`config.mk`:
```
export PLATFORM = sky130hd
export DESIGN_NAME = miller_rabin_witness_test_core
export DESIGN_NICKNAME = d
export VERILOG_FILES = /design/src/rtl/mrwt_pkg.sv /design/src/rtl/mrwt_ctrl.sv /design/src/rtl/mrwt_dp.sv /design/src/rtl/miller_rabin_witness_test_core.sv
export SDC_FILE = /design/constraint.sdc
export NUM_CORES = 1
export LEC_CHECK = 0
export BUFFER_PORTS_ARGS = -buffer_cell sky130_fd_sc_hd__buf_2
export CELL_PAD_IN_SITES_DETAIL_PLACEMENT = 0
export CELL_PAD_IN_SITES_GLOBAL_PLACEMENT = 1
export CORE_MARGIN = 2
export CORE_UTILIZATION = 40
export CTS_CLUSTER_SIZE = 28
export DETAILED_ROUTE_END_ITERATION = 12
export GPL_ROUTABILITY_DRIVEN = 1
export PLACE_DENSITY_LB_ADDON = 0.1
export SLEW_MARGIN = 0
export SYNTH_ARGS = -nofsm -noshare
export SYNTH_HDL_FRONTEND = slang
export SYNTH_SLANG_ARGS = --single-unit
```
`constraint.sdc`:
```
create_clock -name clk -period 10.71 [get_ports clk]
set_clock_uncertainty 0.05 [all_clocks]
set_input_delay 0.5355 -clock clk [delete_from_list [all_inputs] [get_ports clk]]
set_output_delay 0.5355 -clock clk [all_outputs]
set_load 0.03 [all_outputs]
```
`src/rtl/mrwt_pkg.sv`:
```
// ----------------------------------------------------------------------------
// mrwt_pkg
// Shared types for the Miller-Rabin witness test core: controller states,
// multiplier operand selects, command and status bundles.
// ----------------------------------------------------------------------------
package mrwt_pkg;

  typedef enum logic [3:0] {
    ST_IDLE,
    ST_CLASSIFY,
    ST_SPLIT,
    ST_RED_RUN,
    ST_EXP,
    ST_MULR_RUN,
    ST_EXP_SQ,
    ST_SQ_RUN,
    ST_TEST,
    ST_LOOP_RUN,
    ST_DONE
  } state_t;

  typedef enum logic [1:0] {
    XSEL_ONE,
    XSEL_R,
    XSEL_SQ
  } xsel_t;

  typedef enum logic {
    YSEL_R,
    YSEL_SQ
  } ysel_t;

  typedef struct packed {
    logic  load;
    logic  split;
    logic  mul_start;
    logic  mul_step;
    xsel_t xsel;
    ysel_t ysel;
    logic  wr_r;
    logic  wr_sq;
    logic  e_shift;
    logic  t_dec;
  } cmd_t;

  typedef struct packed {
    logic n_lt2;
    logic n_eq2;
    logic n_odd;
    logic e_lsb;
    logic e_one;
    logic t_zero;
    logic mul_done;
    logic acc_one;
    logic r_one;
    logic r_trivial;
  } status_t;

endpackage

```
`src/rtl/mrwt_ctrl.sv`:
```
// ----------------------------------------------------------------------------
// mrwt_ctrl
// Sequencer for one test: classification, factoring of n-1, modular
// exponentiation and the squaring loop. Owns the handshakes and result.
// ----------------------------------------------------------------------------
module mrwt_ctrl
  import mrwt_pkg::*;
(
  input  logic    clk,
  input  logic    rst_n,
  input  logic    in_valid,
  output logic    in_stall,
  output logic    out_valid,
  input  logic    out_stall,
  output logic    out_probable_prime,
  input  status_t sts,
  output cmd_t    cmd
);

  state_t state_r, state_nxt;
  logic   res_r, res_nxt;
  logic   out_valid_r, out_valid_nxt;
  logic   out_res_r, out_res_nxt;

  always_ff @(posedge clk) begin
    if (!rst_n) begin
      state_r     <= ST_IDLE;
      out_valid_r <= 1'b0;
      res_r       <= 1'b0;
      out_res_r   <= 1'b0;
    end else begin
      state_r     <= state_nxt;
      out_valid_r <= out_valid_nxt;
      res_r       <= res_nxt;
      out_res_r   <= out_res_nxt;
    end
  end

  always_comb begin
    state_nxt     = state_r;
    res_nxt       = res_r;
    out_res_nxt   = out_res_r;
    out_valid_nxt = out_valid_r && out_stall;
    cmd           = '0;
    cmd.xsel      = XSEL_ONE;
    cmd.ysel      = YSEL_SQ;
    unique case (state_r)
      ST_IDLE: begin
        if (in_valid) begin
          cmd.load  = 1'b1;
          state_nxt = ST_CLASSIFY;
        end
      end
      ST_CLASSIFY: begin
        if (sts.n_lt2) begin
          res_nxt   = 1'b0;
          state_nxt = ST_DONE;
        end else if (sts.n_eq2) begin
          res_nxt   = 1'b1;
          state_nxt = ST_DONE;
        end else if (!sts.n_odd) begin
          res_nxt   = 1'b0;
          state_nxt = ST_DONE;
        end else begin
          state_nxt = ST_SPLIT;
        end
      end
      ST_SPLIT: begin
        if (!sts.e_lsb) begin
          cmd.split = 1'b1;
        end else begin
          // reduce the base: 1 * a mod n
          cmd.mul_start = 1'b1;
          cmd.xsel      = XSEL_ONE;
          cmd.ysel      = YSEL_SQ;
          state_nxt     = ST_RED_RUN;
        end
      end
      ST_RED_RUN: begin
        if (sts.mul_done) begin
          cmd.wr_sq = 1'b1;
          state_nxt = ST_EXP;
        end else begin
          cmd.mul_step = 1'b1;
        end
      end
      ST_EXP: begin
        if (sts.e_lsb) begin
          cmd.mul_start = 1'b1;
          cmd.xsel      = XSEL_R;
          cmd.ysel      = YSEL_SQ;
          state_nxt     = ST_MULR_RUN;
        end else begin
          state_nxt = ST_EXP_SQ;
        end
      end
      ST_MULR_RUN: begin
        if (sts.mul_done) begin
          cmd.wr_r  = 1'b1;
          state_nxt = ST_EXP_SQ;
        end else begin
          cmd.mul_step = 1'b1;
        end
      end
      ST_EXP_SQ: begin
        if (sts.e_one) begin
          state_nxt = ST_TEST;
        end else begin
          cmd.mul_start = 1'b1;
          cmd.xsel      = XSEL_SQ;
          cmd.ysel      = YSEL_SQ;
          cmd.e_shift   = 1'b1;
          state_nxt     = ST_SQ_RUN;
        end
      end
      ST_SQ_RUN: begin
        if (sts.mul_done) begin
          cmd.wr_sq = 1'b1;
          state_nxt = ST_EXP;
        end else begin
          cmd.mul_step = 1'b1;
        end
      end
      ST_TEST: begin
        if (sts.t_zero) begin
          res_nxt   = sts.r_one;
          state_nxt = ST_DONE;
        end else begin
          cmd.mul_start = 1'b1;
          cmd.xsel      = XSEL_R;
          cmd.ysel      = YSEL_R;
          cmd.t_dec     = 1'b1;
          state_nxt     = ST_LOOP_RUN;
        end
      end
      ST_LOOP_RUN: begin
        if (sts.mul_done) begin
          if (sts.acc_one && !sts.r_trivial) begin
            // nontrivial square root of one
            res_nxt   = 1'b0;
            state_nxt = ST_DONE;
          end else begin
            cmd.wr_r  = 1'b1;
            state_nxt = ST_TEST;
          end
        end else begin
          cmd.mul_step = 1'b1;
        end
      end
      ST_DONE: begin
        if (!out_valid_r || !out_stall) begin
          out_valid_nxt = 1'b1;
          out_res_nxt   = res_r;
          state_nxt     = ST_IDLE;
        end
      end
      default: begin
        state_nxt = ST_IDLE;
      end
    endcase
  end

  assign in_stall           = (state_r != ST_IDLE);
  assign out_valid          = out_valid_r;
  assign out_probable_prime = out_res_r;

endmodule

```
`src/rtl/mrwt_dp.sv`:
```
// ----------------------------------------------------------------------------
// mrwt_dp
// Datapath: operand registers, n-1 factoring shifter and a bit-serial
// shift-add modular multiplier (one multiplier bit per cycle).
// ----------------------------------------------------------------------------
module mrwt_dp
  import mrwt_pkg::*;
#(
  parameter int WIDTH = 32
) (
  input  logic             clk,
  input  logic [WIDTH-1:0] cand,
  input  logic [WIDTH-1:0] base,
  input  cmd_t             cmd,
  output status_t          sts
);

  localparam int TW = $clog2(WIDTH);

  logic [WIDTH-1:0] n_r, e_r, r_r, sq_r, acc_r, add_r, mlt_r;
  logic [WIDTH-1:0] n_nxt, e_nxt, r_nxt, sq_nxt, acc_nxt, add_nxt, mlt_nxt;
  logic [TW-1:0]    t_r, t_nxt;
  logic [WIDTH-1:0] x_op, y_op;
  logic [WIDTH:0]   sum_acc, sum_add, dif_acc, dif_add;
  logic [WIDTH-1:0] acc_mod, add_mod;

  always_ff @(posedge clk) begin
    n_r   <= n_nxt;
    e_r   <= e_nxt;
    r_r   <= r_nxt;
    sq_r  <= sq_nxt;
    acc_r <= acc_nxt;
    add_r <= add_nxt;
    mlt_r <= mlt_nxt;
    t_r   <= t_nxt;
  end

  always_comb begin
    case (cmd.xsel)
      XSEL_R:  x_op = r_r;
      XSEL_SQ: x_op = sq_r;
      default: x_op = {{(WIDTH-1){1'b0}}, 1'b1};
    endcase
    y_op = (cmd.ysel == YSEL_R) ? r_r : sq_r;
  end

  // modular doubling and accumulation, operands below n
  always_comb begin
    sum_acc = {1'b0, acc_r} + {1'b0, add_r};
    sum_add = {add_r, 1'b0};
    dif_acc = sum_acc - {1'b0, n_r};
    dif_add = sum_add - {1'b0, n_r};
    acc_mod = dif_acc[WIDTH] ? sum_acc[WIDTH-1:0] : dif_acc[WIDTH-1:0];
    add_mod = dif_add[WIDTH] ? sum_add[WIDTH-1:0] : dif_add[WIDTH-1:0];
  end

  always_comb begin
    n_nxt   = n_r;
    e_nxt   = e_r;
    r_nxt   = r_r;
    sq_nxt  = sq_r;
    acc_nxt = acc_r;
    add_nxt = add_r;
    mlt_nxt = mlt_r;
    t_nxt   = t_r;
    if (cmd.load) begin
      n_nxt  = cand;
      e_nxt  = cand - {{(WIDTH-1){1'b0}}, 1'b1};
      r_nxt  = {{(WIDTH-1){1'b0}}, 1'b1};
      sq_nxt = base;
      t_nxt  = '0;
    end
    if (cmd.split) begin
      e_nxt = e_r >> 1;
      t_nxt = t_r + {{(TW-1){1'b0}}, 1'b1};
    end
    if (cmd.e_shift) begin
      e_nxt = e_r >> 1;
    end
    if (cmd.t_dec) begin
      t_nxt = t_r - {{(TW-1){1'b0}}, 1'b1};
    end
    if (cmd.mul_start) begin
      acc_nxt = '0;
      add_nxt = x_op;
      mlt_nxt = y_op;
    end
    if (cmd.mul_step) begin
      if (mlt_r[0]) begin
        acc_nxt = acc_mod;
      end
      add_nxt = add_mod;
      mlt_nxt = mlt_r >> 1;
    end
    if (cmd.wr_r) begin
      r_nxt = acc_r;
    end
    if (cmd.wr_sq) begin
      sq_nxt = acc_r;
    end
  end

  always_comb begin
    sts.n_lt2     = (n_r[WIDTH-1:1] == '0);
    sts.n_eq2     = (n_r == WIDTH'(2));
    sts.n_odd     = n_r[0];
    sts.e_lsb     = e_r[0];
    sts.e_one     = (e_r == WIDTH'(1));
    sts.t_zero    = (t_r == '0);
    sts.mul_done  = (mlt_r == '0);
    sts.acc_one   = (acc_r == WIDTH'(1));
    sts.r_one     = (r_r == WIDTH'(1));
    sts.r_trivial = (r_r == WIDTH'(1)) || (r_r == (n_r - WIDTH'(1)));
  end

endmodule

```
`src/rtl/miller_rabin_witness_test_core.sv`:
```
// ----------------------------------------------------------------------------
// miller_rabin_witness_test_core
// One Miller-Rabin round: candidate n and witness base a in, one
// probable-prime flag out. Shift-add modular multiplication, one bit a cycle.
// ----------------------------------------------------------------------------
//   channel | ports                             | direction
//   --------+-----------------------------------+----------
//   input   | in_valid/in_stall, candidate,base | in
//   result  | out_valid/out_stall, probable_prime | out
//
// each modular multiply runs on the bit-serial multiplier
// a test runs up to about 2*WIDTH multiplies
// trivial candidates (below 2, even, two) are decided without a multiply
// one test at a time; a new item is taken while the last result waits
// synchronous active-low reset clears the controller and the output valid
// ----------------------------------------------------------------------------
module miller_rabin_witness_test_core
  import mrwt_pkg::*;
#(
  parameter int WIDTH = 32
) (
  input  logic        clk,
  input  logic        rst_n,
  input  logic        in_valid,
  output logic        in_stall,
  input  logic [31:0] in_candidate,
  input  logic [31:0] in_base,
  output logic        out_valid,
  input  logic        out_stall,
  output logic        out_probable_prime
);

  logic [WIDTH-1:0] cand_w, base_w;
  cmd_t             cmd;
  status_t          sts;

  generate
    if (WIDTH > 32) begin : g_ext
      assign cand_w = {{(WIDTH-32){1'b0}}, in_candidate};
      assign base_w = {{(WIDTH-32){1'b0}}, in_base};
    end else if (WIDTH == 32) begin : g_eq
      assign cand_w = in_candidate;
      assign base_w = in_base;
    end else begin : g_cut
      assign cand_w = in_candidate[WIDTH-1:0];
      assign base_w = in_base[WIDTH-1:0];
    end
  endgenerate

  mrwt_ctrl u_ctrl (
    .clk                (clk),
    .rst_n              (rst_n),
    .in_valid           (in_valid),
    .in_stall           (in_stall),
    .out_valid          (out_valid),
    .out_stall          (out_stall),
    .out_probable_prime (out_probable_prime),
    .sts                (sts),
    .cmd                (cmd)
  );

  mrwt_dp #(
    .WIDTH (WIDTH)
  ) u_dp (
    .clk  (clk),
    .cand (cand_w),
    .base (base_w),
    .cmd  (cmd),
    .sts  (sts)
  );

endmodule

```
# Yosys cells after proc, flatten, opt, wreduce, memory -nomap -nowiden
# Cells that the tools add are included.
# word_totals
register_bits,236
input_bits,68
output_inout_bits,3
elab_cells,137
# classes
n_addsub,7
eq_ne,26
n_mux,65
reduce_logical,25
# ops
op,n
$mux W32,12
$mux W31,5
$eq A32 B1 Y1 const B,3
$sub A33 B32 Y33,2
$pmux W32 S2,1
$sub A32 B1 Y32 const B,2
$mux W4,10
$pmux W4 S10,1
$add A32 B32 Y33,1
$eq A32 B2 Y1 const B,1
$eq A32 B32 Y1,1
$logic_not A32 Y1,1
$logic_not A31 Y1,1
$mux W1,23
$eq A4 B3 Y1 const B,4
$mux W5,3
$eq A4 B4 Y1 const B,3
$mux W2,5
$pmux W3 S3,1
$reduce_bool A3 Y1,3
$eq A4 B2 Y1 const B,2
$ne A2 B1 Y1 const B,4
$ne A2 B2 Y1 const B,4
$pmux W1 S3,2
other kinds (20),28

# Longest topological paths before layout
# Gate-level depths: netlist of the first run.
# depth
depth_word,9
depth_mapped,21
depth_no_buf,20

# Hierarchy
# Synthesis of the first run repeated with hierarchy kept, for this count alone.
# hier_totals
hier_cells,1863
area_unflattened_um2,17546.8
# by_module_without_submodules
module,instances,cells_each,area_per_inst_um2,seq_area_each_um2
mrwt_dp,1,1779,16928.7,6536.3
mrwt_ctrl,1,84,618.1,140.1

# Worst setup path before layout of the first run
# Ideal clock, no wire load.
# synth_path
path_kind,reg-to-reg
from,register u_dp.add_r[0]
to,register u_dp.acc_r[23]
setup_ns,0.128
arrival_ns,4.760
t_required_ns,10.532
path_slack_ns,5.772
stages_incl_launch_ff,22
path_buffers,2
period_less_slack_ns,4.938
path_cell_list,edfxtp_1 ha_1 fa_1 a211oi_1 o211ai_1 nand2_1 o22ai_1 a41oi_1 xnor2_1 ha_1 clkbuf_1 and4_1 and3_1 o211ai_1 o211ai_1 a41oi_1 nor3_1 nor3_1 xnor2_1 buf_1 mux2i_1 o21ai_0
# synth_between
elab_chain_cells,5
# synth_lines
item,line_no,text
"start, declared",mrwt_dp.sv:20,"logic [WIDTH-1:0] n_r, e_r, r_r, sq_r, acc_r, add_r, mlt_r;"
"start signal, assigned",mrwt_dp.sv:33,add_r <= add_nxt;
$add A32 B32 Y33 *,mrwt_dp.sv:49,"sum_acc = {1'b0, acc_r} + {1'b0, add_r};"
$sub A33 B32 Y33,mrwt_dp.sv:51,"dif_acc = sum_acc - {1'b0, n_r};"
$mux W32 *,mrwt_dp.sv:53,acc_mod = dif_acc[WIDTH] ? sum_acc[WIDTH-1:0] : dif_acc[WIDTH-1:0];
$mux W32 *,mrwt_dp.sv:89,if (mlt_r[0]) begin
$mux W32 *,mrwt_dp.sv:88,if (cmd.mul_step) begin
named net u_dp.acc_nxt[23],mrwt_dp.sv:21,"logic [WIDTH-1:0] n_nxt, e_nxt, r_nxt, sq_nxt, acc_nxt, add_nxt, mlt_nxt;"
"end signal, assigned",mrwt_dp.sv:32,acc_r <= acc_nxt;
"end, declared",mrwt_dp.sv:20,
# The timed path passes the listed nets; every way through them passes the cells marked *.
# A chain may end at the register's enable or synchronous reset.

# Worst setup path in the final report of the first run
# layout_path
from,register u_dp.add_r[6]
to,register u_dp.acc_r[0]
# layout_between
elab_chain_cells,5
# layout_lines
item,line_no
$add A32 B32 Y33,mrwt_dp.sv:49
$sub A33 B32 Y33,mrwt_dp.sv:51
$mux W32,mrwt_dp.sv:53
$mux W32,mrwt_dp.sv:89
$mux W32,mrwt_dp.sv:88
named net u_dp.acc_nxt[0],mrwt_dp.sv:21
# The timed path passes the listed nets, and every way through them passes these cells.

==> results of run 1 <==
[worst max-delay path, delay by kind of cell (launching register included)]
| kind | cells | cell delay, ns |
|---|---|---|
| flops | 1 | 0.42 |
| fa+ha+maj | 2 | 0.72 |
| xor+xnor | 2 | 0.99 |
| simple gates | 2 | 0.54 |
| compound gates | 11 | 3.16 |
[worst paths after layout]
| check | from | endpoint | slack, ns |
|---|---|---|---|
| hold reg to reg | u_ctrl.res_r | u_ctrl.res_r | 0.43 |
| hold / removal | in_candidate[31] | u_dp.n_r[31] | 0.13 |
| setup reg to reg | u_dp.add_r[6] | u_dp.acc_r[0] | 4.69 |
| setup / recovery | u_dp.add_r[6] | u_dp.acc_r[0] | 4.69 |
[per-layer routing]
metal / share of wire [%] / global-route usage (%) / wire length, µm / vias to the layer above
met5: 0 / 0 / 0 / -
met4: 3.0 / 7.24 / 1670 / 0
met3: 5.1 / 2.72 / 2840 / 77
met2: 46 / 40.1 / 25600 / 417
met1: 46 / 35.0 / 25400 / 7216
li1: - / - / - / 7189
[per-stage QoR]
stage / power [W] / cell area, µm²
finish: 0.00689 / 19100
global route: 0.00746 / 19100
CTS: 0.00690 / 19100
detailed placement: 0.00588 / 18200
global placement: 0.00587 / 18200
floorplan: 0.00481 / 17300
[cell type report]
class	instances	area, µm²	share of cell area, %
multi-input cells	1508	10100	52.8
flip-flops and latches	236	6680	34.9
clock buffers	41	781	4.08
well taps	585	732	3.83
repair buffers	85	463	2.42
inverters	65	244	1.28
clock inverters	12	143	0.746
[power by group]
part | leakage (nW) | internal [W] | switching [W]
registers | 2.19 | 0.00147 | 0.000387
logic | 4.55 | 0.00158 | 0.00247
clock network | 0.437 | 0.000577 | 0.000410
[registers in the layout (all words and copies together) (netlist names)]
name,flops
u_dp.acc_r,32
u_dp.add_r,32
u_dp.e_r,32
u_dp.mlt_r,32
u_dp.n_r,32
u_dp.r_r,32
u_dp.sq_r,32
u_dp.t_r,5
u_ctrl.state_r,4
u_ctrl.out_probable_prime,1
u_ctrl.out_valid,1
u_ctrl.res_r,1
[cells by family (layout without fill, tap and decap cells)]
family,Yosys count,after routing
simple gates,674,674
xor+xnor,146,146
flops,236,236
buf+inv,147,203
compound gates,519,519
mux,64,64
fa+ha+maj,105,105
[layout by cell type (no fill, tap or decap), types with 13 or more instances in the layout]
| master | instances |
|---|---|
| dfxtp_1 | 41 |
| nor2_1 | 117 |
| a21oi_1 | 107 |
| nor2b_1 | 14 |
| buf_4 | 15 |
| xnor2_1 | 95 |
| a211oi_1 | 16 |
| xor2_1 | 50 |
| edfxtp_1 | 195 |
| and3_1 | 14 |
| mux2i_1 | 30 |
| nand3_1 | 45 |
| nand4_1 | 45 |
| mux2_2 | 34 |
| inv_1 | 64 |
| a31oi_1 | 42 |
| o21a_1 | 13 |
| nand2b_1 | 16 |
| or3_1 | 20 |
| nor4_1 | 41 |
| o221ai_1 | 21 |
| a21o_1 | 54 |
| nand2_1 | 231 |
| buf_2 | 70 |
| and2_1 | 41 |
| o211ai_1 | 21 |
| o21ai_0 | 116 |
| nor3_1 | 39 |
| a22oi_1 | 21 |
| ha_1 | 101 |
| clkbuf_16 | 29 |
==> impl_metrics.py, run 1 <==
metrics = {
    "hold_path": {
        "holdPathStages": 1,
        "hp-class": "in -> reg",
    },
    "cts": {
        "cts.path.max_buffers": 3,
        "cts_resized": 0,
        "cts_setup_buffers": 0,
        "clk_latency_ns": 0.58,
        "clk_pin_slew_ns": 0.06,
        "htreeDepth": 1,
        "cts_tree": "done",
        "ctsRootBufferMaster": "clkbuf_16",
        "cts.sinks": 236,
        "cts_inserted_buffers": 29,
        "postCtsHoldBufs": 0,
    },
    "logic_synthesis": {
        "yosysTopAreaCell": "edfxtp_1",
        "yosys.area_share.adder_pct": 7.72,
        "yosysMostFrequentCell": "nand2_1",
        "syn_nets": 2064,
        "synth_compound_area_share_pct": 19.8,
        "ys_types": 77,
        "ys_seq_area_share_pct": 38.6,
        "synth-edff-count": 195,
        "synth.area.mux_share_pct": 3.95,
        "synthTopCellsByArea": "edfxtp_1 34%, ha_1 7.4%, nand2_1 5.0%",
        "synth_top_family_by_area": "compound AO/OA/AOI/OAI gates",
        "synth_top_area_share_pct": 33.8,
        "syn-mean-instance-area_um2": 9.15,
        "yosysWarningCount": 0,
        "async_flop_share_pct": 0,
        "ys_seq_elements": 236,
        "synth_xor_area_share_pct": 7.39,
        "synth_cells": 1891,
        "ys.flop_type": "edfxtp_1",
        "ys_top_cells_by_count": "232 x nand2_1, 195 x edfxtp_1, 119 x nor2_1, 116 x o21ai_0, 108 x a21oi_1",
        "synth_area_um2": 17300,
        "synthSimpleGateAreaFrac_pct": 19.2,
    },
    "status": {
        "outcome": "complete, no violations",
    },
    "timing": {
        "setup_ws_ns": 4.69,
        "relSlewSlack_pct": 12.9,
        "drv_slew": 0,
        "period_needed_ns": 6.02,
        "setup_viol": 0,
        "worstMarginPinSlew_ns": 1.30,
        "max_freq_ghz": 0.166,
        "fin_crit_sh_pct": 56.2,
        "hold_slack_ns": 0.126,
        "grt_setup_unrepaired": "false",
        "tns_ns": 0,
        "hold_violations": 0,
    },
    "finish": {
        "area_growth_pct": 10.5,
        "finalNonFillerCells": 2532,
        "utilization_pct": 44.6,
        "nNetsFinal": 2098,
        "drive_gt1_share_pct": 9.71,
        "filler_cell_count": 4292,
        "diodes": 0,
    },
    "floorplan": {
        "die_w_um": 212,
        "ios": 71,
        "coreArea_um2": 42900,
        "initial_utilization_pct": 40.3,
        "die_area_um2": 44900,
        "rows": 76,
        "die_h_um": 212,
    },
    "critical_path": {
        "critPathKind": "reg -> reg",
        "reg2reg_depth": 17,
        "crit_path_start_kind": "flop",
        "crit_chain": "ha_1, a2111oi_0, o21ai_0, a22oi_1, a31oi_1, a2111oi_0, o41ai_1, a21oi_1, xnor2_1, ha_1, a21o_1, a21oi_1, o21bai_1, nor3_1, xor2_1, nand2_1, a32o_1",
        "required_ns": 11.12,
        "critPathMaxStageDelay_ns": 0.82,
        "cp_slowest_cell": "xor2_1",
        "path_max_fanout": 8,
        "worstPathArrival_ns": 6.43,
        "endpoint_kind": "flop",
    },
    "pwr": {
        "leakage_nw": 7.18,
        "power_density_nw_per_um2": 360,
        "peakVddDrop_mv": 0.270,
    },
    "placed_design": {
        "place_hpwl_um": 42900,
        "place_ws_ns": 4.82,
        "gp_congestion": 0.897,
        "dp.cells": 2479,
        "io_buffers": 70,
    },
    "global_routing": {
        "grt_usage_pct": 24.8,
        "grt.overflow.total": 0,
        "grt_max_degree": 65,
        "grt_pass1_wl_um": 85500,
        "first_global_vias": 14300,
        "antenna_found_initial": 0,
    },
    "route": {
        "finalWirelength_um": 55500,
        "vias": 14900,
        "avgRoutedWirePerCell_um": 21.9,
        "drc": 0,
        "drtIter0Drc": 1265,
        "viasPerCell": 5.88,
        "drt-pass1-iter-count": 7,
        "ant_nets": 0,
    },
    "run": {
        "maxCapViolations": 0,
    },
}
Power figures use the tool's default switching activity.
==> run 2, diff against run 1 <==
==> constraint.sdc (replaced) <==
create_clock -name clk -period 5.18 [get_ports clk]
set_clock_uncertainty 0.05 [all_clocks]
set_input_delay 0.259 -clock clk [delete_from_list [all_inputs] [get_ports clk]]
set_output_delay 0.259 -clock clk [all_outputs]
set_load 0.03 [all_outputs]
==> impl_metrics.py, run 2 (synthesis results as in run 1) <==
metrics = {
    "route": {
        "ant_nets": 0,
        "vias": 15400,
        "viasPerCell": 5.83,
        "drc": 0,
        "drtIter0Drc": 1308,
        "avgRoutedWirePerCell_um": 21.9,
        "finalWirelength_um": 58000,
        "drt-pass1-iter-count": 5,
    },
    "floorplan": {
        "ios": 71,
        "die_w_um": 212,
        "rows": 76,
        "die_h_um": 212,
        "die_area_um2": 44900,
        "coreArea_um2": 42900,
        "initial_utilization_pct": 40.3,
    },
    "cts": {
        "cts.sinks": 236,
        "clk_pin_slew_ns": 0.06,
        "cts_inserted_buffers": 28,
        "cts.path.max_buffers": 3,
        "cts_tree": "done",
        "clk_latency_ns": 0.59,
        "htreeDepth": 1,
        "ctsRootBufferMaster": "clkbuf_16",
    },
    "timing": {
        "setup_viol": 0,
        "drv_slew": 0,
        "fin_crit_sh_pct": 94.7,
        "worstMarginPinSlew_ns": 1.09,
        "period_needed_ns": 4.91,
        "hold_violations": 0,
        "relSlewSlack_pct": 27.3,
        "max_freq_ghz": 0.204,
    },
    "critical_path": {
        "path_max_fanout": 15,
        "worstPathArrival_ns": 5.30,
        "critPathKind": "reg -> reg",
        "required_ns": 5.57,
        "crit_path_start_kind": "flop",
        "endpoint_kind": "flop",
    },
    "global_routing": {
        "grt_max_degree": 76,
        "grt.overflow.total": 0,
        "grt_pass1_wl_um": 87600,
        "grt_usage_pct": 25.4,
        "antenna_found_initial": 1,
        "first_global_vias": 14800,
    },
    "pwr": {
        "power.total_w": 0.0153,
        "power_density_nw_per_um2": 750,
        "leakage_nw": 7.80,
        "peakVddDrop_mv": 0.449,
    },
    "placed_design": {
        "place_hpwl_um": 44100,
        "gp_congestion": 0.886,
        "io_buffers": 70,
    },
    "finish": {
        "mostFrequentLayoutCells": "231 x nand2_1, 195 x edfxtp_1, 116 x nor2_1, 111 x o21ai_0, 106 x a21oi_1",
        "filler_cell_count": 4125,
        "nNetsFinal": 2216,
        "drive_gt1_share_pct": 12.7,
        "area_growth_pct": 18.0,
        "diodes": 0,
        "utilization_pct": 47.6,
        "final_common_cell": "nand2_1",
    },
    "status": {
        "outcome": "complete, no violations",
    },
    "hold_path": {
        "hp-class": "in -> reg",
    },
    "run": {
        "maxCapViolations": 0,
    },
}
run 2: cell types whose count changed in the layout (fill, tap and decap cells not counted), sizes merged:
cell | previous run | this run
buf | 85 | 135
bufinv | 3 | 6
clkbuf | 41 | 30
clkinv | 6 | 16
clkinvlp | 3 | 2
dlygate4sd3 | 0 | 67
inv | 65 | 64
run 2: worst max-delay path: stages, from the launching register on:
cell	delay (ns)
edfxtp_1	0.40
ha_2	0.24
fa_2	0.42
a211oi_2	0.29
o211ai_1	0.16
nand2_1	0.15
o22ai_1	0.15
o21a_1	0.19
nor2_1	0.10
xnor2_1	0.17
ha_2	0.36
and4_1	0.20
and3_1	0.16
o211ai_1	0.09
o211ai_1	0.19
a41oi_2	0.27
nor3_1	0.09
nor3_1	0.17
buf_4	0.17
xnor2_4	0.13
buf_12	0.15
clkbuf_16	0.19
mux2i_1	0.18
o21ai_0	0.08
run 2: final timing paths:
path	startpoint	slack [ns]	to	depth (start not counted)
setup / recovery	u_dp.add_r[0]	0.27	u_dp.acc_r[10]	23
hold / removal	in_valid	0.29	u_ctrl.state_r[3]	5
hold reg to reg	u_ctrl.res_r	0.42	u_ctrl.res_r	2
setup reg to reg	u_dp.add_r[0]	0.27	u_dp.acc_r[10]	23
run 2: final cells by class:
type	count	area, µm²	share of cell area [%]
inverter	65	244	1.19
timing repair buffer	204	1600	7.82
clock buffer	28	701	3.43
multi-input combinational	1508	10200	49.9
clock inverter	23	280	1.37
sequential	236	6680	32.7
tap	585	732	3.58
run 2: power breakdown:
| part | total, W | switching (W) | leakage [nW] | internal (W) |
|---|---|---|---|---|
| Combinational | 0.00942 | 0.00554 | 5.14 | 0.00387 |
| Sequential | 0.00375 | 0.000726 | 2.19 | 0.00303 |
| Clock | 0.00215 | 0.000865 | 0.476 | 0.00128 |
run 2: per-layer routing:
metal | wire length [µm] | up-vias | share of wire [%] | track usage [%]
met5 | 0 | - | 0 | 0
met4 | 1790 | 0 | 3.1 | 7.46
met3 | 2830 | 81 | 4.9 | 2.66
met2 | 27600 | 433 | 48 | 42.8
met1 | 25800 | 7491 | 44 | 34.6
li1 | - | 7426 | - | -
run 2: metrics by stage:
step	setup TNS, ns	area [µm²]	setup slack [ns]	hold slack (ns)	instances
global route	-0.0132	20400	-0.00788	0.338	2649
global placement	0	18600	0.0314	0.427	2524
finish	0	20400	0.273	0.291	2649
floorplan	0	17300	0.242	0.308	1891
detailed placement	-0.255	18600	-0.0429	0.426	2524
CTS	0	20200	0.0350	0.261	2642
run 2: what timing repair did:
item,in CTS,in global routing
cloned,0,2
resized for setup,4,22
endpoints found under the hold margin,72,0
hold buffers,67,0
buffers inserted,0,5
pin swaps,0,13
endpoints found under the setup margin,28,32
==> run 3, diff against run 2 <==
--- a/config.mk
+++ b/config.mk
@@ -6,10 +6,11 @@
 export NUM_CORES = 1
 export LEC_CHECK = 0
 export BUFFER_PORTS_ARGS = -buffer_cell sky130_fd_sc_hd__buf_2
+export CAP_MARGIN = 20
 export CELL_PAD_IN_SITES_DETAIL_PLACEMENT = 0
 export CELL_PAD_IN_SITES_GLOBAL_PLACEMENT = 1
 export CORE_MARGIN = 2
-export CORE_UTILIZATION = 40
+export CORE_UTILIZATION = 45
 export CTS_CLUSTER_SIZE = 28
 export DETAILED_ROUTE_END_ITERATION = 12
 export GPL_ROUTABILITY_DRIVEN = 1
==> impl_metrics.py, run 3 (synthesis results as in run 1) <==
metrics = {
    "status": {
        "outcome": "complete, no violations",
    },
    "floorplan": {
        "coreArea_um2": 37800,
        "die_area_um2": 40000,
        "die_h_um": 200,
        "die_w_um": 200,
        "rows": 71,
        "initial_utilization_pct": 45.8,
        "ios": 71,
    },
    "pwr": {
        "comb_power_share_pct": 62.0,
        "clkPwrFrac_pct": 13.5,
        "power.internal_w": 0.00816,
        "peakVddDrop_mv": 0.401,
        "leakage_nw": 7.78,
        "seqPwrFrac_pct": 24.5,
        "switching_share_pct": 46.4,
        "switchingPower_w": 0.00707,
        "power_density_nw_per_um2": 751,
    },
    "finish": {
        "area_growth_pct": 17.2,
        "drive_gt1_share_pct": 12.7,
        "diodes": 0,
        "multiInputGateArea_um2": 10200,
        "nNetsFinal": 2217,
        "seq_area_um2": 6680,
        "mostFrequentLayoutCells": "231 x nand2_1, 195 x edfxtp_1, 116 x nor2_1, 114 x o21ai_0, 107 x a21oi_1",
        "final_area_um2": 20300,
        "filler_cell_count": 3481,
        "final_common_cell": "nand2_1",
    },
    "critical_path": {
        "endpoint_kind": "flop",
        "critPathKind": "reg -> reg",
        "path_max_fanout": 7,
        "cp-startpoint": "u_dp.add_r[0]",
        "crit_path_start_kind": "flop",
        "r2r_slack_ns": 0.23,
        "reg2reg_depth": 20,
        "worstPathArrival_ns": 5.34,
        "crit_end": "u_dp.acc_r[31]",
        "timing.rr.start": "u_dp.add_r[0]",
        "r2r_end": "u_dp.acc_r[31]",
        "required_ns": 5.57,
    },
    "timing": {
        "relSlewSlack_pct": 28.2,
        "setup_viol": 0,
        "max_freq_ghz": 0.202,
        "worstMarginPinSlew_ns": 1.07,
        "drv_slew": 0,
        "hold_violations": 0,
        "period_needed_ns": 4.95,
        "fin_crit_sh_pct": 95.6,
        "setup_ws_ns": 0.226,
    },
    "route": {
        "viasPerCell": 5.96,
        "drt-pass1-iter-count": 5,
        "ant_nets": 0,
        "drc": 0,
        "drtIter0Drc": 1136,
        "vias": 15400,
        "finalWirelength_um": 56200,
        "avgRoutedWirePerCell_um": 21.8,
    },
    "global_routing": {
        "grt_pass1_wl_um": 84500,
        "first_global_vias": 14700,
        "grt_usage_pct": 27.7,
        "antenna_found_initial": 1,
        "grt.overflow.total": 0,
        "grt_max_degree": 76,
    },
    "cts": {
        "ctsRootBufferMaster": "clkbuf_16",
        "cts_inserted_buffers": 28,
        "cts.sinks": 236,
        "cts.path.max_buffers": 3,
        "cts_tree": "done",
        "clk_pin_slew_ns": 0.06,
        "clk_latency_ns": 0.56,
        "htreeDepth": 1,
    },
    "run": {
        "maxCapViolations": 0,
    },
    "placed_design": {
        "dpl_cell_area_um2": 18500,
        "place_hpwl_um": 42300,
        "place_ws_ns": -0.136,
        "io_buffers": 70,
        "gp_congestion": 0.893,
    },
    "hold_path": {
        "hp-class": "in -> reg",
        "holdPathStages": 2,
    },
}
==> run 3: cell count changes in the layout (fill, tap and decap cells not counted), sizes merged <==
cell / before / now
clkinvlp: 2 / 3
clkinv: 16 / 8
inv: 64 / 65
clkbuf: 30 / 40
buf: 135 / 138
bufinv: 6 / 3
dlygate4sd3: 67 / 65
==> run 3: layer usage <==
metal / GRT usage (%) / up-vias / routed length, µm
met5: 0 / - / 0
met4: 9.33 / 0 / 1980
met3: 3.46 / 84 / 2970
met2: 47.1 / 474 / 26400
met1: 36.6 / 7375 / 24800
li1: - / 7438 / -
==> run 3: per-stage QoR <==
| step | std cells | util (%) | TNS [ns] | hold slack [ns] | power (W) |
|---|---|---|---|---|---|
| floorplan | 1891 | - | 0 | 0.308 | 0.00994 |
| global placement | 2451 | 48.9 | 0 | 0.425 | 0.0125 |
| detailed placement | 2451 | 48.9 | -2.94 | 0.432 | 0.0125 |
| CTS | 2568 | 53.2 | 0 | 0.00611 | 0.0147 |
| global route | 2577 | 53.7 | -0.685 | 0.0197 | 0.0163 |
| finish | 2577 | 53.7 | 0 | 0.0329 | 0.0152 |
==> run 3: power by group through the flow <==
stage	Combinational [W]	Sequential, W	Clock [W]
after CTS	0.00885	0.00372	0.00207
final	0.00944	0.00373	0.00205
after global routing	0.0104	0.00381	0.00215
after global placement	0.00871	0.00375	0
after detailed placement	0.00874	0.00376	0
after floorplan	0.00648	0.00346	0
==> run 3: area by class of cell <==
class	instances	area share (%)
clock inverter	14	0.759
multi-input combinational	1508	50.2
sequential	236	32.9
tap	511	3.15
timing repair buffer	205	7.90
clock buffer	38	3.89
inverter	65	1.20
==> run 3: worst min-delay path by stage <==
stage / endpoint / from
after detailed placement: u_ctrl.res_r / u_ctrl.res_r
after floorplan: u_dp.n_r[0] / in_candidate[0]
after global placement: u_ctrl.res_r / u_ctrl.res_r
after global routing: u_dp.sq_r[16] / in_base[16]
final: u_dp.sq_r[16] / in_base[16]
after CTS: u_dp.sq_r[16] / in_base[16]
==> run 3: timing repair <==
action	CTS	global route
resized for setup	6	16
setup endpoints to repair	32	32
pin swaps	0	15
hold buffers	65	0
endpoints found under the hold margin	69	0
gates cloned	0	3
setup buffers	0	6
==> run 3: worst max-delay path, cell delays in order, from the launching register on <==
cell and delay, ns:
edfxtp_1 0.40, ha_2 0.24, fa_2 0.42, a211oi_2 0.29, o211ai_1 0.18, nand2_1 0.14, o22ai_1 0.14, o21a_1 0.19
nor2_1 0.11, xnor2_1 0.17, ha_2 0.36, a21o_1 0.19, a31oi_1 0.15, o21ai_0 0.16, a211o_1 0.33, o21ai_2 0.16
o21ai_0 0.15, o41a_1 0.38, mux2i_1 0.14, o41ai_1 0.36, a21oi_1 0.10
